==> src/hdl/grid_line_run_merger_core_macros.svh <==
// Assertion macros for the grid line run merger.
// Included by modules that carry concurrent checks; no other dependencies.
`ifndef GRID_LINE_RUN_MERGER_CORE_MACROS_SVH
`define GRID_LINE_RUN_MERGER_CORE_MACROS_SVH

`ifndef SYNTH
`define GLRM_ASSERT_IMPLY(label, clk, rst_n, ante, cons) \
    label: assert property (@(posedge clk) disable iff (!rst_n) (ante) |-> (cons)) \
        else $error("%m: check failed");
`define GLRM_ASSERT_NEXT(label, clk, rst_n, ante, cons) \
    label: assert property (@(posedge clk) disable iff (!rst_n) (ante) |=> (cons)) \
        else $error("%m: check failed");
`else
`define GLRM_ASSERT_IMPLY(label, clk, rst_n, ante, cons)
`define GLRM_ASSERT_NEXT(label, clk, rst_n, ante, cons)
`endif

`endif

==> src/hdl/glrm_pkg.sv <==
// Shared types and constants for the grid line run merger.
// No dependencies.
`timescale 1ns / 1ps

package glrm_pkg;

    localparam int COORD_BITS_DEF = 24;
    localparam int MAX_RUN_DEF    = 65535;

    localparam int CFG_INDEX_BITS = 2;
    localparam int CFG_DATA_BITS  = 8;
    localparam int OP_BITS        = 2;
    localparam int CMD_BITS       = 2;

    typedef enum logic [OP_BITS-1:0] {
        OP_HLINE = 2'd0,
        OP_VLINE = 2'd1,
        OP_FLUSH = 2'd2
    } op_t;

    typedef enum logic [CMD_BITS-1:0] {
        CMD_LINE   = 2'd0,
        CMD_GRID_H = 2'd1,
        CMD_GRID_V = 2'd2
    } cmd_t;

    localparam logic [CFG_INDEX_BITS-1:0] REG_MERGE_ENABLE = 2'd0;
    localparam logic [CFG_INDEX_BITS-1:0] REG_PIXEL_STEP_X = 2'd1;
    localparam logic [CFG_INDEX_BITS-1:0] REG_PIXEL_STEP_Y = 2'd2;

    typedef struct packed {
        logic       merge_enable;
        logic [7:0] pixel_step_x;
        logic [7:0] pixel_step_y;
    } cfg_t;

endpackage

==> src/hdl/glrm_cfg_regs.sv <==
// Configuration registers: merge enable and the two pixel join steps.
// Depends on glrm_pkg.
`timescale 1ns / 1ps

module glrm_cfg_regs
(
    input  logic                                 clk,
    input  logic                                 rst_n,
    input  logic                                 cfg_write,
    input  logic [glrm_pkg::CFG_INDEX_BITS-1:0]  cfg_index,
    input  logic [glrm_pkg::CFG_DATA_BITS-1:0]   cfg_data,
    output glrm_pkg::cfg_t                       cfg
);
    import glrm_pkg::*;

    cfg_t cfg_reg;
    cfg_t cfg_next;

    always_comb
    begin
        cfg_next = cfg_reg;
        if (cfg_write)
        begin
            unique case (cfg_index)
                REG_MERGE_ENABLE: cfg_next.merge_enable = cfg_data[0];
                REG_PIXEL_STEP_X: cfg_next.pixel_step_x = cfg_data;
                REG_PIXEL_STEP_Y: cfg_next.pixel_step_y = cfg_data;
                default:          cfg_next = cfg_reg;
            endcase
        end
    end

    always_ff @(posedge clk or negedge rst_n)
    begin
        if (!rst_n)
        begin
            cfg_reg.merge_enable <= 1'b1;
            cfg_reg.pixel_step_x <= 8'd1;
            cfg_reg.pixel_step_y <= 8'd1;
        end
        else
        begin
            cfg_reg <= cfg_next;
        end
    end

    assign cfg = cfg_reg;

endmodule

==> src/hdl/glrm_in_reg.sv <==
// Input register: captures one line item and holds it until the engine takes it.
// Depends on glrm_pkg.
`timescale 1ns / 1ps

module glrm_in_reg
#(
    parameter int COORD_BITS = glrm_pkg::COORD_BITS_DEF
)
(
    input  logic                                clk,
    input  logic                                rst_n,
    input  logic                                in_valid,
    output logic                                in_ready,
    input  logic [glrm_pkg::OP_BITS-1:0]        operation,
    input  logic signed [COORD_BITS-1:0]        span_start,
    input  logic signed [COORD_BITS-1:0]        span_end,
    input  logic signed [COORD_BITS-1:0]        line_position,
    input  logic                                go,
    output logic                                item_valid,
    output logic [glrm_pkg::OP_BITS-1:0]        item_op,
    output logic signed [COORD_BITS-1:0]        item_start,
    output logic signed [COORD_BITS-1:0]        item_end,
    output logic signed [COORD_BITS-1:0]        item_pos
);
    import glrm_pkg::*;

    logic                          item_valid_reg;
    logic                          item_valid_next;
    logic [OP_BITS-1:0]            item_op_reg;
    logic signed [COORD_BITS-1:0]  item_start_reg;
    logic signed [COORD_BITS-1:0]  item_end_reg;
    logic signed [COORD_BITS-1:0]  item_pos_reg;

    assign in_ready = !item_valid_reg || go;

    always_comb
    begin
        item_valid_next = item_valid_reg;
        if (in_ready)
        begin
            item_valid_next = in_valid;
        end
    end

    always_ff @(posedge clk or negedge rst_n)
    begin
        if (!rst_n)
        begin
            item_valid_reg <= 1'b0;
        end
        else
        begin
            item_valid_reg <= item_valid_next;
        end
    end

    always_ff @(posedge clk)
    begin
        if (in_valid && in_ready)
        begin
            item_op_reg    <= operation;
            item_start_reg <= span_start;
            item_end_reg   <= span_end;
            item_pos_reg   <= line_position;
        end
    end

    assign item_valid = item_valid_reg;
    assign item_op    = item_op_reg;
    assign item_start = item_start_reg;
    assign item_end   = item_end_reg;
    assign item_pos   = item_pos_reg;

endmodule

==> src/hdl/glrm_run_engine.sv <==
// Run state and merge decision: updates the pending run and forms the result item.
// Depends on glrm_pkg and grid_line_run_merger_core_macros.svh.
`timescale 1ns / 1ps
`include "grid_line_run_merger_core_macros.svh"

module glrm_run_engine
#(
    parameter int COORD_BITS = glrm_pkg::COORD_BITS_DEF,
    parameter int MAX_RUN    = glrm_pkg::MAX_RUN_DEF
)
(
    input  logic                                clk,
    input  logic                                rst_n,
    input  glrm_pkg::cfg_t                      cfg,
    input  logic                                go,
    input  logic [glrm_pkg::OP_BITS-1:0]        item_op,
    input  logic signed [COORD_BITS-1:0]        item_start,
    input  logic signed [COORD_BITS-1:0]        item_end,
    input  logic signed [COORD_BITS-1:0]        item_pos,
    output logic                                has_result,
    output logic [glrm_pkg::CMD_BITS-1:0]       res_command,
    output logic signed [COORD_BITS-1:0]        res_x_first,
    output logic signed [COORD_BITS-1:0]        res_y_first,
    output logic signed [COORD_BITS-1:0]        res_x_second,
    output logic signed [COORD_BITS-1:0]        res_y_second,
    output logic signed [COORD_BITS:0]          res_cell_width,
    output logic signed [COORD_BITS:0]          res_cell_height
);
    import glrm_pkg::*;

    localparam int W     = COORD_BITS;
    localparam int CNT_W = $clog2(MAX_RUN + 1);

    logic                  run_vertical_reg;
    logic                  run_vertical_next;
    logic [CNT_W-1:0]      run_count_reg;
    logic [CNT_W-1:0]      run_count_next;
    logic signed [W-1:0]   run_span_start_reg;
    logic signed [W-1:0]   run_span_end_reg;
    logic signed [W-1:0]   run_first_reg;
    logic signed [W-1:0]   run_last_reg;
    logic signed [W:0]     run_spacing_reg;

    logic                  is_line;
    logic                  vert;
    logic                  pending;
    logic                  single;
    logic                  full;
    logic                  span_eq;
    logic                  join_ok;
    logic                  pos_ok;
    logic [7:0]            step;
    logic signed [W:0]     step_ext;
    logic signed [W:0]     start_x;
    logic signed [W:0]     end_x;
    logic signed [W:0]     end_plus;
    logic signed [W+1:0]   next_pos;
    logic signed [W+1:0]   pos_x;
    logic signed [W:0]     new_spacing;

    logic                  act_start;
    logic                  act_extend;
    logic                  act_second;
    logic                  act_append;
    logic                  act_clear;
    logic                  emit_run;
    logic                  pass;

    logic signed [W:0]     span_len;
    logic                  swap;
    logic signed [W-1:0]   grid_a;
    logic signed [W-1:0]   grid_b;
    logic signed [W:0]     grid_d;

    assign is_line  = (item_op == OP_HLINE) || (item_op == OP_VLINE);
    assign vert     = (item_op == OP_VLINE);
    assign pending  = (run_count_reg != '0);
    assign single   = (run_count_reg == CNT_W'(1));
    assign full     = (run_count_reg >= CNT_W'(MAX_RUN));
    assign span_eq  = (item_start == run_span_start_reg) && (item_end == run_span_end_reg);
    assign step     = vert ? cfg.pixel_step_y : cfg.pixel_step_x;
    assign step_ext = $signed({{(W-7){1'b0}}, step});
    assign start_x  = {item_start[W-1], item_start};
    assign end_x    = {run_span_end_reg[W-1], run_span_end_reg};
    assign end_plus = end_x + step_ext;
    assign join_ok  = single && (item_pos == run_first_reg) &&
                      ((item_start == run_span_end_reg) || (start_x == end_plus));
    assign next_pos = {{2{run_last_reg[W-1]}}, run_last_reg} +
                      {run_spacing_reg[W], run_spacing_reg};
    assign pos_x    = {{2{item_pos[W-1]}}, item_pos};
    assign pos_ok   = (pos_x == next_pos);
    assign new_spacing = {item_pos[W-1], item_pos} - {run_first_reg[W-1], run_first_reg};

    always_comb
    begin
        act_start  = 1'b0;
        act_extend = 1'b0;
        act_second = 1'b0;
        act_append = 1'b0;
        act_clear  = 1'b0;
        emit_run   = 1'b0;
        pass       = 1'b0;
        priority if (item_op == OP_FLUSH)
        begin
            emit_run  = pending;
            act_clear = 1'b1;
        end
        else if (!is_line)
        begin
            emit_run = 1'b0;
        end
        else if (!cfg.merge_enable)
        begin
            pass = 1'b1;
        end
        else if (vert != run_vertical_reg)
        begin
            emit_run  = pending;
            act_start = 1'b1;
        end
        else if (!pending)
        begin
            act_start = 1'b1;
        end
        else if (!span_eq)
        begin
            if (join_ok)
            begin
                act_extend = 1'b1;
            end
            else
            begin
                emit_run  = 1'b1;
                act_start = 1'b1;
            end
        end
        else if (single)
        begin
            act_second = 1'b1;
        end
        else if (!pos_ok || full)
        begin
            emit_run  = 1'b1;
            act_start = 1'b1;
        end
        else
        begin
            act_append = 1'b1;
        end
    end

    assign has_result = emit_run || pass;

    // vertical grids with negative spacing swap left and right
    assign span_len = {run_span_end_reg[W-1], run_span_end_reg} -
                      {run_span_start_reg[W-1], run_span_start_reg};
    assign swap     = run_vertical_reg && run_spacing_reg[W];
    assign grid_a   = swap ? run_last_reg : run_first_reg;
    assign grid_b   = swap ? run_first_reg : run_last_reg;
    assign grid_d   = swap ? -run_spacing_reg : run_spacing_reg;

    always_comb
    begin
        res_command     = CMD_LINE;
        res_x_first     = '0;
        res_y_first     = '0;
        res_x_second    = '0;
        res_y_second    = '0;
        res_cell_width  = '0;
        res_cell_height = '0;
        priority if (pass)
        begin
            if (vert)
            begin
                res_x_first  = item_pos;
                res_y_first  = item_start;
                res_x_second = item_pos;
                res_y_second = item_end;
            end
            else
            begin
                res_x_first  = item_start;
                res_y_first  = item_pos;
                res_x_second = item_end;
                res_y_second = item_pos;
            end
        end
        else if (single)
        begin
            if (run_vertical_reg)
            begin
                res_x_first  = run_first_reg;
                res_y_first  = run_span_start_reg;
                res_x_second = run_first_reg;
                res_y_second = run_span_end_reg;
            end
            else
            begin
                res_x_first  = run_span_start_reg;
                res_y_first  = run_first_reg;
                res_x_second = run_span_end_reg;
                res_y_second = run_first_reg;
            end
        end
        else if (run_vertical_reg)
        begin
            res_command     = CMD_GRID_V;
            res_x_first     = grid_a;
            res_y_first     = run_span_start_reg;
            res_x_second    = grid_b;
            res_y_second    = run_span_end_reg;
            res_cell_width  = grid_d;
            res_cell_height = span_len;
        end
        else
        begin
            res_command     = CMD_GRID_H;
            res_x_first     = run_span_start_reg;
            res_y_first     = run_first_reg;
            res_x_second    = run_span_end_reg;
            res_y_second    = run_last_reg;
            res_cell_width  = span_len;
            res_cell_height = run_spacing_reg;
        end
    end

    always_comb
    begin
        run_vertical_next = run_vertical_reg;
        run_count_next    = run_count_reg;
        if (go)
        begin
            if (is_line && cfg.merge_enable)
            begin
                run_vertical_next = vert;
            end
            priority if (act_start)
            begin
                run_count_next = CNT_W'(1);
            end
            else if (act_second)
            begin
                run_count_next = CNT_W'(2);
            end
            else if (act_append)
            begin
                run_count_next = run_count_reg + CNT_W'(1);
            end
            else if (act_clear)
            begin
                run_count_next = '0;
            end
            else
            begin
                run_count_next = run_count_reg;
            end
        end
    end

    always_ff @(posedge clk or negedge rst_n)
    begin
        if (!rst_n)
        begin
            run_vertical_reg <= 1'b0;
            run_count_reg    <= '0;
        end
        else
        begin
            run_vertical_reg <= run_vertical_next;
            run_count_reg    <= run_count_next;
        end
    end

    always_ff @(posedge clk)
    begin
        if (go)
        begin
            if (act_start)
            begin
                run_span_start_reg <= item_start;
                run_span_end_reg   <= item_end;
                run_first_reg      <= item_pos;
                run_last_reg       <= item_pos;
                run_spacing_reg    <= '0;
            end
            if (act_extend)
            begin
                run_span_end_reg <= item_end;
            end
            if (act_second)
            begin
                run_spacing_reg <= new_spacing;
                run_last_reg    <= item_pos;
            end
            if (act_append)
            begin
                run_last_reg <= item_pos;
            end
        end
    end

    `GLRM_ASSERT_IMPLY(a_count_bound, clk, rst_n, 1'b1, run_count_reg <= CNT_W'(MAX_RUN))
    `GLRM_ASSERT_IMPLY(a_flush_empty, clk, rst_n, (item_op == OP_FLUSH) && !pending, !has_result)
    `GLRM_ASSERT_NEXT(a_flush_clears, clk, rst_n, go && (item_op == OP_FLUSH), run_count_reg == '0)
    `GLRM_ASSERT_NEXT(a_line_opens, clk, rst_n, go && is_line && cfg.merge_enable, run_count_reg != '0)
    `GLRM_ASSERT_IMPLY(a_vgrid_pos, clk, rst_n, has_result && (res_command == CMD_GRID_V), !res_cell_width[W])

endmodule

==> src/hdl/glrm_out_reg.sv <==
// Result register: holds one drawing command item until the consumer takes it.
// Depends on glrm_pkg.
`timescale 1ns / 1ps

module glrm_out_reg
#(
    parameter int COORD_BITS = glrm_pkg::COORD_BITS_DEF
)
(
    input  logic                                clk,
    input  logic                                rst_n,
    input  logic                                load,
    input  logic [glrm_pkg::CMD_BITS-1:0]       res_command,
    input  logic signed [COORD_BITS-1:0]        res_x_first,
    input  logic signed [COORD_BITS-1:0]        res_y_first,
    input  logic signed [COORD_BITS-1:0]        res_x_second,
    input  logic signed [COORD_BITS-1:0]        res_y_second,
    input  logic signed [COORD_BITS:0]          res_cell_width,
    input  logic signed [COORD_BITS:0]          res_cell_height,
    output logic                                out_valid,
    input  logic                                out_ready,
    output logic [glrm_pkg::CMD_BITS-1:0]       command,
    output logic signed [COORD_BITS-1:0]        x_first,
    output logic signed [COORD_BITS-1:0]        y_first,
    output logic signed [COORD_BITS-1:0]        x_second,
    output logic signed [COORD_BITS-1:0]        y_second,
    output logic signed [COORD_BITS:0]          cell_width,
    output logic signed [COORD_BITS:0]          cell_height
);
    import glrm_pkg::*;

    logic                          out_valid_reg;
    logic                          out_valid_next;
    logic [CMD_BITS-1:0]           command_reg;
    logic signed [COORD_BITS-1:0]  x_first_reg;
    logic signed [COORD_BITS-1:0]  y_first_reg;
    logic signed [COORD_BITS-1:0]  x_second_reg;
    logic signed [COORD_BITS-1:0]  y_second_reg;
    logic signed [COORD_BITS:0]    cell_width_reg;
    logic signed [COORD_BITS:0]    cell_height_reg;

    always_comb
    begin
        out_valid_next = out_valid_reg;
        priority if (load)
        begin
            out_valid_next = 1'b1;
        end
        else if (out_ready)
        begin
            out_valid_next = 1'b0;
        end
        else
        begin
            out_valid_next = out_valid_reg;
        end
    end

    always_ff @(posedge clk or negedge rst_n)
    begin
        if (!rst_n)
        begin
            out_valid_reg <= 1'b0;
        end
        else
        begin
            out_valid_reg <= out_valid_next;
        end
    end

    always_ff @(posedge clk)
    begin
        if (load)
        begin
            command_reg     <= res_command;
            x_first_reg     <= res_x_first;
            y_first_reg     <= res_y_first;
            x_second_reg    <= res_x_second;
            y_second_reg    <= res_y_second;
            cell_width_reg  <= res_cell_width;
            cell_height_reg <= res_cell_height;
        end
    end

    assign out_valid   = out_valid_reg;
    assign command     = command_reg;
    assign x_first     = x_first_reg;
    assign y_first     = y_first_reg;
    assign x_second    = x_second_reg;
    assign y_second    = y_second_reg;
    assign cell_width  = cell_width_reg;
    assign cell_height = cell_height_reg;

endmodule

==> src/hdl/grid_line_run_merger_core.sv <==
// Grid line run merger top level: input register, run engine, result register.
// Depends on glrm_pkg, glrm_cfg_regs, glrm_in_reg, glrm_run_engine, glrm_out_reg.
`timescale 1ns / 1ps

// Turns a stream of horizontal and vertical line items into drawing commands:
// single lines, or grid rectangles built from equally spaced lines of equal span.
// One item is taken per clock unless the input stalls. An item is held in the
// input register, and its result, if any, is loaded into the result register
// when it leaves. The input register holds one more item while a result
// waits; it stalls only when that item would produce a result and the result
// register is still full. Configuration writes take effect on the next edge
// and should be made while no item is in flight.

module grid_line_run_merger_core
#(
    parameter int MAX_RUN    = glrm_pkg::MAX_RUN_DEF,
    parameter int COORD_BITS = glrm_pkg::COORD_BITS_DEF
)
(
    input  logic                                clk,
    input  logic                                rst_n,
    input  logic                                cfg_write,
    input  logic [glrm_pkg::CFG_INDEX_BITS-1:0] cfg_index,
    input  logic [glrm_pkg::CFG_DATA_BITS-1:0]  cfg_data,
    input  logic                                in_valid,
    output logic                                in_ready,
    input  logic [glrm_pkg::OP_BITS-1:0]        operation,
    input  logic signed [COORD_BITS-1:0]        span_start,
    input  logic signed [COORD_BITS-1:0]        span_end,
    input  logic signed [COORD_BITS-1:0]        line_position,
    output logic                                out_valid,
    input  logic                                out_ready,
    output logic [glrm_pkg::CMD_BITS-1:0]       command,
    output logic signed [COORD_BITS-1:0]        x_first,
    output logic signed [COORD_BITS-1:0]        y_first,
    output logic signed [COORD_BITS-1:0]        x_second,
    output logic signed [COORD_BITS-1:0]        y_second,
    output logic signed [COORD_BITS:0]          cell_width,
    output logic signed [COORD_BITS:0]          cell_height
);
    import glrm_pkg::*;

    cfg_t                          cfg;
    logic                          go;
    logic                          item_valid;
    logic [OP_BITS-1:0]            item_op;
    logic signed [COORD_BITS-1:0]  item_start;
    logic signed [COORD_BITS-1:0]  item_end;
    logic signed [COORD_BITS-1:0]  item_pos;
    logic                          has_result;
    logic [CMD_BITS-1:0]           res_command;
    logic signed [COORD_BITS-1:0]  res_x_first;
    logic signed [COORD_BITS-1:0]  res_y_first;
    logic signed [COORD_BITS-1:0]  res_x_second;
    logic signed [COORD_BITS-1:0]  res_y_second;
    logic signed [COORD_BITS:0]    res_cell_width;
    logic signed [COORD_BITS:0]    res_cell_height;

    assign go = item_valid && (!has_result || !out_valid || out_ready);

    glrm_cfg_regs u_cfg
    (
        .clk       (clk),
        .rst_n     (rst_n),
        .cfg_write (cfg_write),
        .cfg_index (cfg_index),
        .cfg_data  (cfg_data),
        .cfg       (cfg)
    );

    glrm_in_reg #(.COORD_BITS(COORD_BITS)) u_in
    (
        .clk           (clk),
        .rst_n         (rst_n),
        .in_valid      (in_valid),
        .in_ready      (in_ready),
        .operation     (operation),
        .span_start    (span_start),
        .span_end      (span_end),
        .line_position (line_position),
        .go            (go),
        .item_valid    (item_valid),
        .item_op       (item_op),
        .item_start    (item_start),
        .item_end      (item_end),
        .item_pos      (item_pos)
    );

    glrm_run_engine #(.COORD_BITS(COORD_BITS), .MAX_RUN(MAX_RUN)) u_engine
    (
        .clk             (clk),
        .rst_n           (rst_n),
        .cfg             (cfg),
        .go              (go),
        .item_op         (item_op),
        .item_start      (item_start),
        .item_end        (item_end),
        .item_pos        (item_pos),
        .has_result      (has_result),
        .res_command     (res_command),
        .res_x_first     (res_x_first),
        .res_y_first     (res_y_first),
        .res_x_second    (res_x_second),
        .res_y_second    (res_y_second),
        .res_cell_width  (res_cell_width),
        .res_cell_height (res_cell_height)
    );

    glrm_out_reg #(.COORD_BITS(COORD_BITS)) u_out
    (
        .clk             (clk),
        .rst_n           (rst_n),
        .load            (go && has_result),
        .res_command     (res_command),
        .res_x_first     (res_x_first),
        .res_y_first     (res_y_first),
        .res_x_second    (res_x_second),
        .res_y_second    (res_y_second),
        .res_cell_width  (res_cell_width),
        .res_cell_height (res_cell_height),
        .out_valid       (out_valid),
        .out_ready       (out_ready),
        .command         (command),
        .x_first         (x_first),
        .y_first         (y_first),
        .x_second        (x_second),
        .y_second        (y_second),
        .cell_width      (cell_width),
        .cell_height     (cell_height)
    );

endmodule
==> config.mk <==
export PLATFORM = sky130hd
export DESIGN_NAME = grid_line_run_merger_core
export DESIGN_NICKNAME = d
export VERILOG_FILES = /design/src/hdl/glrm_pkg.sv /design/src/hdl/glrm_cfg_regs.sv /design/src/hdl/glrm_in_reg.sv /design/src/hdl/glrm_run_engine.sv /design/src/hdl/glrm_out_reg.sv /design/src/hdl/grid_line_run_merger_core.sv
export VERILOG_INCLUDE_DIRS = /design/src /design/src/hdl
export SDC_FILE = /design/constraint.sdc
export NUM_CORES = 1
export LEC_CHECK = 0
export ABC_AREA = 1
export BUFFER_PORTS_ARGS = -buffer_cell sky130_fd_sc_hd__buf_2
export CORE_UTILIZATION = 49
export CTS_BUF_LIST = sky130_fd_sc_hd__clkbuf_16
export CTS_CLUSTER_DIAMETER = 50
export DETAILED_ROUTE_END_ITERATION = 6
export PLACE_DENSITY_LB_ADDON = 0.2
export SYNTH_ARGS = -nofsm -noshare
export SYNTH_HDL_FRONTEND = slang
export SYNTH_SLANG_ARGS = --single-unit
==> constraint.sdc <==
create_clock -name clk -period 10 [get_ports clk]
set_input_delay 0 -clock clk [delete_from_list [all_inputs] [get_ports clk]]
set_output_delay 0 -clock clk [all_outputs]
set_load 0.01 [all_outputs]
==> impl_metrics.toml <==
[cts]
numCtsBuffers = 52
cts_setup_buffers = 0
clk_path_buf_depth = 3
cts_tree = "done"
clock-sinks = 379
h-tree-depth = 2
clock-root-buffer = "clkbuf_16"
cts.reportedPaths.clkPinSlew_ns = 0.06
clkLatencyLatePin_ns = 0.60

[logic_synthesis]
ys_warn_count = 0
synth-seq-cells = 379
synth_cell_types = 59
ys.flop_type = "edfxtp_1"
synth_area_sq_um = 23840
async_reset_ff_frac = 0.09499
synth_fp_nets = 3071
synth-edff-count = 343
syn_area_per_cell_sq_um = 8.252
ys_seq_area_frac = 0.4700
synth_cells = 2889

[cells_and_area]
final_common_cell = "nand2_1"
fin_nets = 3367
antenna_cells = 0
drive_gt1_frac = 0.1268
area_growth_pct = 18.32
final_cell_mix = "nand2_1 (850), inv_1 (347), edfxtp_1 (343)"

[placed_design]
place_hpwl_mm = 61.90
portBuffers = 238
gp_congestion = 1.007

[floorplan]
io-pin-count = 239
rows = 80
die_y_um = 222.6
initial_utilization = 0.4982
core_sq_um = 47850
dieWidth_um = 222.6
die-area_sq_um = 49540

[routing]
drc = 0
dr.pass1.iters = 6
wire_per_inst_um = 21.69
dr_total_vias = 22115
drt-initial-drc-count = 2609
wl_mm = 83.29
drt.antenna.violating_nets = 0
viasPerCell = 5.759

[power]
ir_worst_vdd_mv = 0.1404
p_leak_uw = 0.01249
powerDensity_nw_per_um2 = 189.8

[worst_setup_path]
cp-endpoint = "u_out.y_second[8]"
startpoint_type = "register"
critPathKind = "reg -> reg"
endpoint_kind = "register"
rr_startpoint = "u_in.item_op[0]"
cp_max_fo = 74
setup.reg_to_reg.worst_slack_ns = 3.72
cp_data_arrival_time_ns = 6.50
reg2reg_depth = 27
crit_start = "u_in.item_op[0]"
r2r_end = "u_out.y_second[8]"
cp.required_ns = 10.22

[grt]
grt_pass1_wl_mm = 124.3
track_usage = 0.3323
antenna_found_initial = 0
grt_max_degree = 75
grt_overflow = 0
grt_pass1_vias = 20567

[hold_path]
hold_path_class = "in -> async"

[sta]
hold_viol = 0
fmaxAchievable_mhz = 159.1
fin_crit_ns = 6.284
worst_slew_pin_slew_ns = 1.121
period_share = 0.6284
clock_skew_ns = 0.01168
timing.hold.ws_ns = 0.06526
slew_viol_final = 0
setup_viol = 0
rsz0062_at_grt = "false"
setup_tns_ns = 0
max-slew-margin-rel = 0.2519

[status]
status = "finished, final reports clean"

[job]
maxCapViolCount = 0
-- what timing repair did --
action	4_1_cts	5_1_grt
hold buffers	89	0
resized for setup	0	0
endpoints found under the setup margin	0	0
hold endpoints to repair	137	0
-- worst max-delay path: stages, from the launching register on --
cell	delay [ns]
edfxtp_1	0.42
clkinv_1	0.45
nor2_4	0.33
buf_4	0.71
nand2_1	0.10
nand2_1	0.14
ha_1	0.26
a21oi_1	0.19
nand2_1	0.16
nand2_1	0.09
nand2_1	0.13
nand2_1	0.16
nor2_1	0.07
nand3b_1	0.15
nand2_1	0.06
nand3_1	0.08
nor2_1	0.13
nand2_1	0.07
nand2_1	0.15
nand2_1	0.15
nand2_1	0.10
nand3_2	0.09
nand2_1	0.08
nand2_2	0.08
a21boi_0	0.16
nand2_1	0.14
inv_6	0.40
buf_4	0.72
-- cells by family after synthesis --
| logic type | synth area share |
|---|---|
| AOI/OAI and AO/OA | 0.1214 |
| xor gates and xnor gates | 0.04540 |
| adders and majority gates | 0.05007 |
| buffers and inverters | 0.07484 |
| DFF | 0.4700 |
| muxes | 0.003359 |
| and+or+nand+nor | 0.2349 |
-- stage by stage --
| stage | area, sq um | util | setup slack (ns) | cells | total power [uW] |
|---|---|---|---|---|---|
| after global placement | 25560 | 0.5342 | 4.044 | 3657 | 3431 |
| after global routing | 28210 | 0.5895 | 3.087 | 3840 | 5573 |
| after floorplan | 23840 | - | 2.912 | 2889 | 2949 |
| final | 28210 | 0.5895 | 3.716 | 3840 | 5353 |
| after detailed placement | 25560 | 0.5342 | 3.912 | 3657 | 3440 |
| after CTS | 28210 | 0.5895 | 3.875 | 3840 | 5353 |
-- routing by layer --
metal	share of wire	global-route usage
met1	0.41	0.4383
met4	0.051	0.1546
met2	0.45	0.5278
met5	0	0
met3	0.093	0.06440
-- worst min path at each step --
stage               cells past startpoint               end
floorplan                               0     u_cfg.cfg[10]
global placement                        1      u_cfg.cfg[7]
detailed placement                      1      u_cfg.cfg[7]
CTS                                     2     u_cfg.cfg[12]
global route                            2  u_in.item_end[2]
finish                                  2     u_cfg.cfg[11]
-- synth_stat cells (8+ instances only) --
| cell type | instances | share of area |
|---|---|---|
| mux2i_1 | 8 | 0.0034 |
| o221ai_1 | 14 | 0.0051 |
| nand3b_1 | 10 | 0.0031 |
| nand2_1 | 850 | 0.13 |
| xnor2_1 | 57 | 0.021 |
| o22ai_1 | 35 | 0.0092 |
| nor3_1 | 27 | 0.0057 |
| a21oi_1 | 151 | 0.032 |
| a31oi_1 | 44 | 0.012 |
| edfxtp_1 | 343 | 0.43 |
| a32oi_1 | 17 | 0.0062 |
| xor2_1 | 64 | 0.024 |
| nor2_2 | 11 | 0.0029 |
| o21a_1 | 9 | 0.0028 |
| clkbuf_1 | 68 | 0.011 |
| ha_1 | 89 | 0.047 |
| nand2_2 | 13 | 0.0034 |
| buf_1 | 15 | 0.0024 |
| dfrtp_1 | 33 | 0.035 |
| nand4_1 | 59 | 0.015 |
| nor4_1 | 17 | 0.0045 |
| nor2_1 | 165 | 0.026 |
| o211ai_1 | 14 | 0.0044 |
| o21ai_0 | 177 | 0.037 |
| nand3_1 | 146 | 0.031 |
| buf_2 | 17 | 0.0036 |
| inv_1 | 345 | 0.054 |
-- power breakdown --
part / switching (uW) / total [uW] / internal, uW
combinational: 949 / 1380 / 428
sequential: 143 / 2100 / 1960
clock: 768 / 1870 / 1110
-- area by class of cell --
type	count	area, sq um
repair buffers	348	2240
clock inverters	40	406.6
multi-input cells	2049	10890
well taps	615	769.5
flip-flops and latches	379	11210
fillers	4261	19640
inverters	355	1339
clock buffers	54	1351
Power figures use the tool's default switching activity.
